**src/rtl/core/epoch_seconds_to_civil_date_defines.svh**
```systemverilog
// Assertion macros used by the civil date converter top level.
`ifndef EPOCH_SECONDS_TO_CIVIL_DATE_DEFINES_SVH
`define EPOCH_SECONDS_TO_CIVIL_DATE_DEFINES_SVH

`ifndef ASSERT_OFF
// Check a property on every clock edge outside reset.
`define ESC_ASSERT(label, prop, msg) \
  label: assert property (@(posedge clk) disable iff (rst) prop) else $error(msg);
// Check a property on every clock edge, reset included.
`define ESC_ASSERT_ALWAYS(label, prop, msg) \
  label: assert property (@(posedge clk) prop) else $error(msg);
`else
`define ESC_ASSERT(label, prop, msg)
`define ESC_ASSERT_ALWAYS(label, prop, msg)
`endif

`endif

```
**src/rtl/core/esc_pkg.sv**
```systemverilog
// Shared widths, constants, microcode types and program ROM for the date converter.
package esc_pkg;

  localparam int SECONDS_W = 32;
  localparam int YEAR_W    = 12;
  localparam int MONTH_W   = 4;
  localparam int DAY_W     = 5;
  localparam int DAYS_W    = 16;   // whole days since epoch, at most 49710
  localparam int LEN_W     = 9;    // a year or month length in days

  localparam int SECONDS_PER_DAY = 86400;
  localparam int FIRST_YEAR      = 1970;

  // Whole days by reciprocal multiply: seconds per day is 675 shifted left by 7,
  // and ceil(2^35 / 675) gives the exact quotient for every 25-bit operand.
  localparam int DAY_SHIFT   = 7;
  localparam int DAY_ODD     = SECONDS_PER_DAY >> DAY_SHIFT;
  localparam int QUOT_W      = SECONDS_W - DAY_SHIFT;
  localparam int RECIP_SHIFT = 35;
  localparam int RECIP_W     = 26;
  localparam int PROD_W      = QUOT_W + RECIP_W;
  localparam logic [RECIP_W-1:0] DAY_RECIP =
      RECIP_W'(((longint'(1) << RECIP_SHIFT) + longint'(DAY_ODD) - 1) / longint'(DAY_ODD));

  // Year residues kept alongside the year, seeded for the first year.
  localparam int Y100_W = 7;
  localparam int Y400_W = 9;
  localparam logic [1:0]        FIRST_Y4   = 2'(FIRST_YEAR % 4);
  localparam logic [Y100_W-1:0] FIRST_Y100 = Y100_W'(FIRST_YEAR % 100);
  localparam logic [Y400_W-1:0] FIRST_Y400 = Y400_W'(FIRST_YEAR % 400);
  localparam logic [Y100_W-1:0] Y100_LAST  = Y100_W'(99);
  localparam logic [Y400_W-1:0] Y400_LAST  = Y400_W'(399);

  localparam logic [LEN_W-1:0] COMMON_YEAR_LEN = LEN_W'(365);
  localparam logic [LEN_W-1:0] LEAP_YEAR_LEN   = LEN_W'(366);

  localparam logic [MONTH_W-1:0] MONTH_FEB  = MONTH_W'(1);
  localparam logic [MONTH_W-1:0] MONTH_LAST = MONTH_W'(11);

  // Program counter and step addresses.
  localparam int PC_W = 3;
  localparam logic [PC_W-1:0] PC_LOAD  = PC_W'(0);
  localparam logic [PC_W-1:0] PC_DIV   = PC_W'(1);
  localparam logic [PC_W-1:0] PC_YEAR  = PC_W'(2);
  localparam logic [PC_W-1:0] PC_MONTH = PC_W'(3);
  localparam logic [PC_W-1:0] PC_EMIT  = PC_W'(4);
  localparam logic [PC_W-1:0] PC_BACK  = PC_W'(5);

  // Datapath operation selected by a control word.
  typedef enum logic [2:0] {
    OP_NOP,
    OP_LOAD,
    OP_DIV,
    OP_YEAR,
    OP_MONTH,
    OP_EMIT
  } op_t;

  // Jump condition of a control word; a false condition falls through.
  typedef enum logic [2:0] {
    COND_NEXT,
    COND_NO_START,
    COND_YEAR_MORE,
    COND_MONTH_MORE,
    COND_OUT_BUSY,
    COND_ALWAYS
  } cond_t;

  typedef struct packed {
    op_t             op;
    cond_t           cond;
    logic [PC_W-1:0] target;
  } ctrl_t;

  // Flags from the datapath that the sequencer branches on.
  typedef struct packed {
    logic start;
    logic year_more;
    logic month_more;
    logic out_busy;
  } status_t;

  // Days in each month of a common year, January first.
  function automatic logic [LEN_W-1:0] month_len(input logic [MONTH_W-1:0] m);
    logic [LEN_W-1:0] len;
    case (m)
      4'd1:    len = LEN_W'(28);
      4'd3:    len = LEN_W'(30);
      4'd5:    len = LEN_W'(30);
      4'd8:    len = LEN_W'(30);
      4'd10:   len = LEN_W'(30);
      default: len = LEN_W'(31);
    endcase
    return len;
  endfunction

  // Control program: load, divide, walk years, walk months, emit, return.
  function automatic ctrl_t micro_rom(input logic [PC_W-1:0] pc);
    ctrl_t w;
    case (pc)
      PC_LOAD:  w = '{op: OP_LOAD,  cond: COND_NO_START,   target: PC_LOAD};
      PC_DIV:   w = '{op: OP_DIV,   cond: COND_NEXT,       target: PC_YEAR};
      PC_YEAR:  w = '{op: OP_YEAR,  cond: COND_YEAR_MORE,  target: PC_YEAR};
      PC_MONTH: w = '{op: OP_MONTH, cond: COND_MONTH_MORE, target: PC_MONTH};
      PC_EMIT:  w = '{op: OP_EMIT,  cond: COND_OUT_BUSY,   target: PC_EMIT};
      PC_BACK:  w = '{op: OP_NOP,   cond: COND_ALWAYS,     target: PC_LOAD};
      default:  w = '{op: OP_NOP,   cond: COND_ALWAYS,     target: PC_LOAD};
    endcase
    return w;
  endfunction

endpackage

```
**src/rtl/core/esc_in_if.sv**
```systemverilog
// Input channel: one epoch seconds word per handshake.
interface esc_in_if;
  import esc_pkg::*;

  logic                 valid;
  logic                 ready;
  logic [SECONDS_W-1:0] epoch_seconds;

  modport source (output valid, output epoch_seconds, input ready);
  modport sink   (input valid, input epoch_seconds, output ready);
endinterface

```
**src/rtl/core/esc_out_if.sv**
```systemverilog
// Output channel: one calendar date word per handshake.
interface esc_out_if;
  import esc_pkg::*;

  logic               valid;
  logic               ready;
  logic [YEAR_W-1:0]  year_number;
  logic [MONTH_W-1:0] month_number;
  logic [DAY_W-1:0]   day_of_month;

  modport source (output valid, output year_number, output month_number,
                  output day_of_month, input ready);
  modport sink   (input valid, input year_number, input month_number,
                  input day_of_month, output ready);
endinterface

```
**src/rtl/core/esc_sequencer.sv**
```systemverilog
// Microcode sequencer: step counter, control ROM and conditional jumps.
module esc_sequencer (
  input  logic                  clk,
  input  logic                  rst,
  input  esc_pkg::status_t      status,
  output esc_pkg::ctrl_t        ctrl,
  output logic [esc_pkg::PC_W-1:0] pc
);
  import esc_pkg::*;

  logic            jump;
  logic [PC_W-1:0] pc_next;

  // Fetch the control word of the current step.
  assign ctrl = micro_rom(pc);

  // Evaluate the jump condition.
  always_comb begin
    case (ctrl.cond)
      COND_NEXT:       jump = 1'b0;
      COND_NO_START:   jump = !status.start;
      COND_YEAR_MORE:  jump = status.year_more;
      COND_MONTH_MORE: jump = status.month_more;
      COND_OUT_BUSY:   jump = status.out_busy;
      COND_ALWAYS:     jump = 1'b1;
      default:         jump = 1'b1;
    endcase
  end

  assign pc_next = jump ? ctrl.target : pc + PC_W'(1);

  // Advance the step counter.
  always_ff @(posedge clk) begin
    if (rst) begin
      pc <= PC_LOAD;
    end else begin
      pc <= pc_next;
    end
  end
endmodule

```
**src/rtl/core/esc_datapath.sv**
```systemverilog
// Datapath: reciprocal divide by seconds per day, year and month walk, output register.
module esc_datapath (
  input  logic             clk,
  input  logic             rst,
  input  esc_pkg::ctrl_t   ctrl,
  output esc_pkg::status_t status,
  esc_in_if.sink           seconds_in,
  esc_out_if.source        date_out
);
  import esc_pkg::*;

  logic [SECONDS_W-1:0] secs;
  logic [DAYS_W-1:0]    days;
  logic [YEAR_W-1:0]    year;
  logic [1:0]           y4;
  logic [Y100_W-1:0]    y100;
  logic [Y400_W-1:0]    y400;
  logic [MONTH_W-1:0]   month;
  logic                 out_valid;

  logic                 leap;
  logic [PROD_W-1:0]    day_prod;
  logic [LEN_W-1:0]     year_len;
  logic [LEN_W-1:0]     mon_len;
  logic                 start;
  logic                 out_busy;

  // Leap year from the tracked residues.
  assign leap     = (y400 == '0) || ((y4 == 2'd0) && (y100 != '0));
  assign year_len = leap ? LEAP_YEAR_LEN : COMMON_YEAR_LEN;
  assign mon_len  = month_len(month)
                  + LEN_W'((month == MONTH_FEB) && leap);

  // Whole days: drop the power-of-two factor, then multiply by the reciprocal of 675.
  assign day_prod = PROD_W'(secs[SECONDS_W-1:DAY_SHIFT]) * PROD_W'(DAY_RECIP);

  // Handshake on both channels.
  assign seconds_in.ready = (ctrl.op == OP_LOAD);
  assign start            = seconds_in.valid && seconds_in.ready;
  assign out_busy         = out_valid && !date_out.ready;
  assign date_out.valid   = out_valid;

  // Report branch flags.
  always_comb begin
    status.start      = start;
    status.year_more  = ({{(DAYS_W-LEN_W){1'b0}}, year_len} <= days);
    status.month_more = (month != MONTH_LAST)
                     && ({{(DAYS_W-LEN_W){1'b0}}, mon_len} <= days);
    status.out_busy   = out_busy;
  end

  // Work registers, one operation per step.
  always_ff @(posedge clk) begin
    case (ctrl.op)
      OP_LOAD: begin
        if (start) begin
          secs    <= seconds_in.epoch_seconds;
          year    <= YEAR_W'(FIRST_YEAR);
          y4      <= FIRST_Y4;
          y100    <= FIRST_Y100;
          y400    <= FIRST_Y400;
          month   <= '0;
        end
      end
      OP_DIV: begin
        days <= day_prod[RECIP_SHIFT +: DAYS_W];
      end
      OP_YEAR: begin
        if (status.year_more) begin
          days <= days - {{(DAYS_W-LEN_W){1'b0}}, year_len};
          year <= year + YEAR_W'(1);
          y4   <= y4 + 2'd1;
          y100 <= (y100 == Y100_LAST) ? '0 : y100 + Y100_W'(1);
          y400 <= (y400 == Y400_LAST) ? '0 : y400 + Y400_W'(1);
        end
      end
      OP_MONTH: begin
        if (status.month_more) begin
          days  <= days - {{(DAYS_W-LEN_W){1'b0}}, mon_len};
          month <= month + MONTH_W'(1);
        end
      end
      default: begin
      end
    endcase
  end

  // Output word: load on emit when the slot is free, drop when taken.
  always_ff @(posedge clk) begin
    if (rst) begin
      out_valid <= 1'b0;
    end else if (ctrl.op == OP_EMIT && !out_busy) begin
      out_valid <= 1'b1;
    end else if (date_out.ready) begin
      out_valid <= 1'b0;
    end
  end

  always_ff @(posedge clk) begin
    if (ctrl.op == OP_EMIT && !out_busy) begin
      date_out.year_number  <= year;
      date_out.month_number <= month + MONTH_W'(1);
      date_out.day_of_month <= days[DAY_W-1:0] + DAY_W'(1);
    end
  end
endmodule

```
**src/rtl/core/epoch_seconds_to_civil_date.sv**
```systemverilog
// Top level: converts a seconds-since-1970 count to a Gregorian calendar date.
//
//   Channel     Dir  Word                                    Take
//   seconds_in  in   epoch_seconds[31:0]                     valid && ready
//   date_out    out  year_number[11:0] month_number[3:0]     valid && ready
//                    day_of_month[4:0]
//
// An item passes through the load and divide steps, a year walk and a month walk
// that repeat their step while a whole year or month remains, then the emit and
// return steps of the microcoded sequencer.
// Reset (rst, synchronous) returns the sequencer to its load step and empties
// the output register. A stalled output holds the sequencer at its emit step;
// the next word is taken while a finished date waits in the output register.
module epoch_seconds_to_civil_date (
  input  logic      clk,
  input  logic      rst,
  esc_in_if.sink    seconds_in,
  esc_out_if.source date_out
);
  import esc_pkg::*;

`include "epoch_seconds_to_civil_date_defines.svh"

  ctrl_t           ctrl;
  status_t         status;
  logic [PC_W-1:0] pc;

  esc_sequencer u_seq (
    .clk    (clk),
    .rst    (rst),
    .status (status),
    .ctrl   (ctrl),
    .pc     (pc)
  );

  esc_datapath u_dp (
    .clk        (clk),
    .rst        (rst),
    .ctrl       (ctrl),
    .status     (status),
    .seconds_in (seconds_in),
    .date_out   (date_out)
  );

  // A taken word starts the divider on the next step.
  `ESC_ASSERT(a_load_to_div, (seconds_in.valid && seconds_in.ready) |=> (pc == PC_DIV), "taken word did not start the divider")
  // A new date appears only out of the emit step.
  `ESC_ASSERT(a_emit_source, $rose(date_out.valid) |-> $past(pc == PC_EMIT), "date raised outside the emit step")
  // A presented month stays within the calendar.
  `ESC_ASSERT(a_month_range, date_out.valid |-> (date_out.month_number >= 4'd1 && date_out.month_number <= 4'd12), "month out of range")
  // Reset empties the output register.
  `ESC_ASSERT_ALWAYS(a_reset_quiet, rst |=> !date_out.valid, "date valid right after reset")
endmodule
```
**src/flat_wrapper.sv**
```systemverilog
// flat-port wrapper written by rule: the top's interface ports become plain ports
module epoch_seconds_to_civil_date_flat import esc_pkg::*;
  (clk, rst, seconds_in_valid, seconds_in_epoch_seconds, seconds_in_ready, date_out_valid, date_out_year_number, date_out_month_number, date_out_day_of_month, date_out_ready);
  esc_in_if seconds_in_i ();
  esc_out_if date_out_i ();
  input  logic clk;
  input  logic rst;
  input wire logic [$bits(seconds_in_i.valid)-1:0] seconds_in_valid;
  input wire logic [$bits(seconds_in_i.epoch_seconds)-1:0] seconds_in_epoch_seconds;
  output wire logic [$bits(seconds_in_i.ready)-1:0] seconds_in_ready;
  output wire logic [$bits(date_out_i.valid)-1:0] date_out_valid;
  output wire logic [$bits(date_out_i.year_number)-1:0] date_out_year_number;
  output wire logic [$bits(date_out_i.month_number)-1:0] date_out_month_number;
  output wire logic [$bits(date_out_i.day_of_month)-1:0] date_out_day_of_month;
  input wire logic [$bits(date_out_i.ready)-1:0] date_out_ready;
  assign seconds_in_i.valid = seconds_in_valid;
  assign seconds_in_i.epoch_seconds = seconds_in_epoch_seconds;
  assign seconds_in_ready = seconds_in_i.ready;
  assign date_out_valid = date_out_i.valid;
  assign date_out_year_number = date_out_i.year_number;
  assign date_out_month_number = date_out_i.month_number;
  assign date_out_day_of_month = date_out_i.day_of_month;
  assign date_out_i.ready = date_out_ready;
  epoch_seconds_to_civil_date u_core (.clk(clk), .rst(rst), .seconds_in(seconds_in_i), .date_out(date_out_i));
endmodule
```
**config.mk**
```make
export PLATFORM = sky130hd
export DESIGN_NAME = epoch_seconds_to_civil_date_flat
export DESIGN_NICKNAME = d
export VERILOG_FILES = /design/src/rtl/core/esc_pkg.sv /design/src/rtl/core/esc_in_if.sv /design/src/rtl/core/esc_out_if.sv /design/src/rtl/core/esc_sequencer.sv /design/src/rtl/core/esc_datapath.sv /design/src/rtl/core/epoch_seconds_to_civil_date.sv /design/src/flat_wrapper.sv
export VERILOG_INCLUDE_DIRS = /design/src /design/src/rtl/core
export SDC_FILE = /design/constraint.sdc
export NUM_CORES = 1
export LEC_CHECK = 0
export ABC_AREA = 1
export BUFFER_PORTS_ARGS = -buffer_cell sky130_fd_sc_hd__buf_2
export CORE_ASPECT_RATIO = 0.6
export CORE_MARGIN = 4
export CORE_UTILIZATION = 40
export DETAILED_ROUTE_END_ITERATION = 8
export PLACE_DENSITY = 0.66
export SETUP_SLACK_MARGIN = 0.2
export SYNTH_ARGS = -nofsm -noshare
export SYNTH_HDL_FRONTEND = slang
export SYNTH_SLANG_ARGS = --single-unit
```
**constraint.sdc**
```tcl
create_clock -name clk -period 5.8 [get_ports clk]
set_input_delay 1.16 -clock clk [delete_from_list [all_inputs] [get_ports clk]]
set_output_delay 1.16 -clock clk [all_outputs]
set_load 0.01 [all_outputs]
```
==> flow_summary_export.csv <==
group,metric,value,unit
status,status,"complete, no violations",
run,maxCapViolations,0,
yosys,netlist_instances,2142,
floorplanning,num_rows,58,
yosys,synth_fp_nets,2672,
grt,grt_pass1_wl,76.1,mm
worst_setup_path,cp-start-kind,"flip-flop",
finish,fin_area,20300,sq um
detailed_routing,via_per_inst,4.85,
timing,maxSlewHeadroom,20.1,%
yosys,synth_compound_area_share,3.46,%
worst_setup_path,critPathLaunch,"u_core.u_dp.secs[17]$_DFFE_PP_",
yosys,synth_top_area_cell,"ha_1",
finish,nNetsFinal,2847,
detailed_routing,wl_per_cell,16.4,um
timing,finalHoldViolations,0,
timing,whs,0.466,ns
worst_setup_path,crit_cells,25,
worst_setup_path,cp_num_buf_inv,7,
worst_setup_path,reg2reg_slack,0.13,ns
finish,drive_gt1_share,19.1,%
detailed_routing,drc,0,
yosys,synth_xor_area_share,0.928,%
yosys,synthTopCellsByArea,"ha_1 (23%), fa_1 (21%), edfxtp_1 (17%)",
timing,period_share,97.8,%
grt,antenna_found_initial,0,
yosys,yosysWarnings,0,
timing,setup_violations,0,
yosys,syn-cell-area,17000,sq um
hold_path,min_path_type,"flip-flop to flip-flop",
cts,clk_path_buf_depth,2,
yosys,syn_avg_cell_area,7.93,sq um
cts,cts_tree,"done",
finish,area.growth.synth_to_final,19.6,%
cts,root_buffer,"clkbuf_16",
placement,dpl.hpwl,40.6,mm
timing,worst_slack,0.126,ns
grt,grtUsageTotal,21.4,%
worst_setup_path,r2r_start,"u_core.u_dp.secs[17]$_DFFE_PP_",
detailed_routing,ant_nets,0,
yosys,synth_top_family_by_area,"adder cells",
detailed_routing,dr.pass1.iters,5,
worst_setup_path,cp.arrival,5.80,ns
detailed_routing,drtIter0Drc,1021,
floorplanning,dieArea,45900,sq um
floorplanning,die_w,274,um
yosys,synth_seq_cells,100,
cts,clkLatencyLatePin,0.38,ns
floorplanning,io_pins,59,
cts,cts_made_buffers,9,
cts,cts.sinks,100,
yosys,synthSimpleGateAreaFrac,19.6,%
floorplanning,start_util,40.5,%
finish,n_antenna_cell,0,
worst_setup_path,crit_family,"adder cells",
cts,htree_levels,3,
placement,place_area,18600,sq um
timing,max_freq,0.176,GHz
yosys,synth.area.mux_share,0,%
worst_setup_path,reg2reg_depth,25,
timing,fin_worst_skew,0.0185,ns
yosys,yosysSeqAreaShare,17.4,%
worst_setup_path,slowest_stage,"fa_2",
timing,final-max-slew-violation-count,0,
worst_setup_path,crit_top_cell,"fa_1",
cts,clk_pin_slew,0.08,ns
placement,preCtsSetupSlack,-0.193,ns
timing,period_needed,5.67,ns
finish,post-route-util,48.4,%
placement,gp_congestion,0.993,
worst_setup_path,cp-end-kind,"flip-flop",
grt,overflow,0,
worst_setup_path,required,5.93,ns
worst_setup_path,critPathMaxFanout,3,
timing,rsz0062_at_grt,"yes",
timing,worstMarginPinSlew,1.20,ns
grt,grt_max_degree,31,
yosys,synthAdderAreaFrac,44.4,%
worst_setup_path,slowest_delay,0.61,ns
placement,port_buffers,51,
detailed_routing,routed_wl,47.6,mm
worst_setup_path,crit_path_end,"u_core.u_dp.days[10]$_DFFE_PP_",
yosys,ys_types,48,
detailed_routing,vias,14019,
cts,ctsHoldBuffers,0,
floorplanning,core-area,41900,sq um
floorplanning,die_h,168,um
worst_setup_path,r2r_end,"u_core.u_dp.days[10]$_DFFE_PP_",
worst_setup_path,path_class,"flip-flop to flip-flop",
yosys,yosysTopAreaCellShare,23.0,%
grt,grt_pass1_vias,14244,
-- timing repair --
action,CTS,global route
cloned,0,0
hold endpoints to repair,0,0
endpoints found under the setup margin,16,16
gates resized for setup,161,141
setup buffers,17,11
pin swaps,85,126
-- registers in the layout, indices dropped and copies added (netlist names) --
register and flops:
u_core.u_dp.secs 25, u_core.u_dp.days 16, u_core.u_dp.date_out.year_number 12, u_core.u_dp.year 12, u_core.u_dp.y400 9, u_core.u_dp.y100 7
u_core.u_dp.date_out.day_of_month 5, u_core.u_dp.date_out.month_number 4, u_core.u_dp.month 4, u_core.u_seq.pc 3, u_core.u_dp.y4 2, u_core.u_dp.date_out.valid 1
-- worst reg2reg max path: stages (launching register included) --
cell      delay [ns]
edfxtp_1        0.45
buf_6           0.15
fa_1            0.48
ha_1            0.31
inv_2           0.04
fa_1            0.48
inv_2           0.04
fa_1            0.51
inv_2           0.05
fa_2            0.61
fa_1            0.44
fa_1            0.55
inv_2           0.05
ha_4            0.29
nand2_4         0.09
nor2_4          0.15
nand2_2         0.09
buf_6           0.13
inv_4           0.04
nand3_2         0.06
nand3_2         0.09
nand2_2         0.07
nand3_2         0.07
nand2_1         0.04
nand3_1         0.07
nand2_1         0.06
-- worst min path at each step --
| stage | from | end | cells past startpoint |
|---|---|---|---|
| after CTS | u_core.u_dp.year[3]$_SDFFCE_PN0P_ | u_core.u_dp.date_out.year_number[3]$_DFFE_PP_ | 0 |
| final | u_core.u_dp.year[3]$_SDFFCE_PN0P_ | u_core.u_dp.date_out.year_number[3]$_DFFE_PP_ | 0 |
| after global placement | u_core.u_dp.year[11]$_SDFFCE_PN0P_ | u_core.u_dp.date_out.year_number[11]$_DFFE_PP_ | 0 |
| after global routing | u_core.u_dp.year[3]$_SDFFCE_PN0P_ | u_core.u_dp.date_out.year_number[3]$_DFFE_PP_ | 0 |
| after detailed placement | u_core.u_dp.year[3]$_SDFFCE_PN0P_ | u_core.u_dp.date_out.year_number[3]$_DFFE_PP_ | 0 |
| after floorplan | u_core.u_dp.year[11]$_SDFFCE_PN0P_ | u_core.u_dp.date_out.year_number[11]$_DFFE_PP_ | 0 |
-- area by class of cell --
| type | instances | area (sq um) |
|---|---|---|
| fillers | 4033 | 21600 |
| clock inverters | 7 | 66.3 |
| multi-input cells | 1410 | 12700 |
| inverters | 623 | 2350 |
| clock buffers | 9 | 225 |
| repair buffers | 173 | 1270 |
| flip-flops and latches | 100 | 2960 |
| well taps | 570 | 713 |
-- cell usage in the layout, fill, tap and decap left out, types with 5 or more instances in the layout --
| cell type | count |
|---|---|
| a21oi_1 | 42 |
| a21oi_2 | 8 |
| buf_2 | 51 |
| buf_4 | 97 |
| buf_6 | 24 |
| clkbuf_16 | 9 |
| edfxtp_1 | 96 |
| fa_1 | 157 |
| fa_2 | 25 |
| ha_1 | 270 |
| ha_2 | 7 |
| ha_4 | 35 |
| inv_1 | 570 |
| inv_2 | 48 |
| inv_4 | 5 |
| nand2_1 | 428 |
| nand2_2 | 29 |
| nand2_4 | 20 |
| nand3_1 | 82 |
| nand3_2 | 15 |
| nand4_1 | 24 |
| nor2_1 | 113 |
| nor2_2 | 24 |
| nor2_4 | 22 |
| nor3_1 | 13 |
| o21ai_0 | 25 |
| o21ai_1 | 5 |
| o21bai_1 | 7 |
| or2_2 | 5 |
| xor2_1 | 15 |
-- per-stage QoR --
step	std cells	TNS, ns
5_1_grt	2892	-0.373
6_report	2892	0
3_3_place_gp	2848	-1.15
2_1_floorplan	2142	0
4_1_cts	2881	0
3_5_place_dp	2848	-1.07
-- layer usage --
metal | vias up | track usage, % | wire length [um]
met5 | - | 0 | 0
met4 | 0 | 3.60 | 482
met3 | 34 | 7.33 | 5180
met2 | 457 | 29.2 | 18400
met1 | 6662 | 32.8 | 23500
li1 | 6866 | - | -
-- synth_stat cells (all sizes together) --
master,number
a21o,4
a21oi,51
a22o,1
a22oi,1
a311oi,1
a31oi,2
a32oi,1
and2,1
and3,1
buf,8
clkbuf,1
dfxtp,4
edfxtp,96
fa,182
ha,312
inv,623
nand2,478
nand2b,1
nand3,98
nand3b,2
nand4,24
nor2,159
nor3,19
nor3b,3
nor4,3
o21a,1
o21ai,30
o21bai,8
o22a,1
o22ai,2
o41ai,1
or2,5
xnor2,3
xor2,15
-- logic make-up after synthesis --
family          Yosys count
compound gates          104
fa+ha+maj               494
flops                   100
xor+xnor                 18
simple gates            794
buf+inv                 632
Power is not shown: default switching activity piles up to over one toggle a cycle in this logic, so the estimate is an artifact.
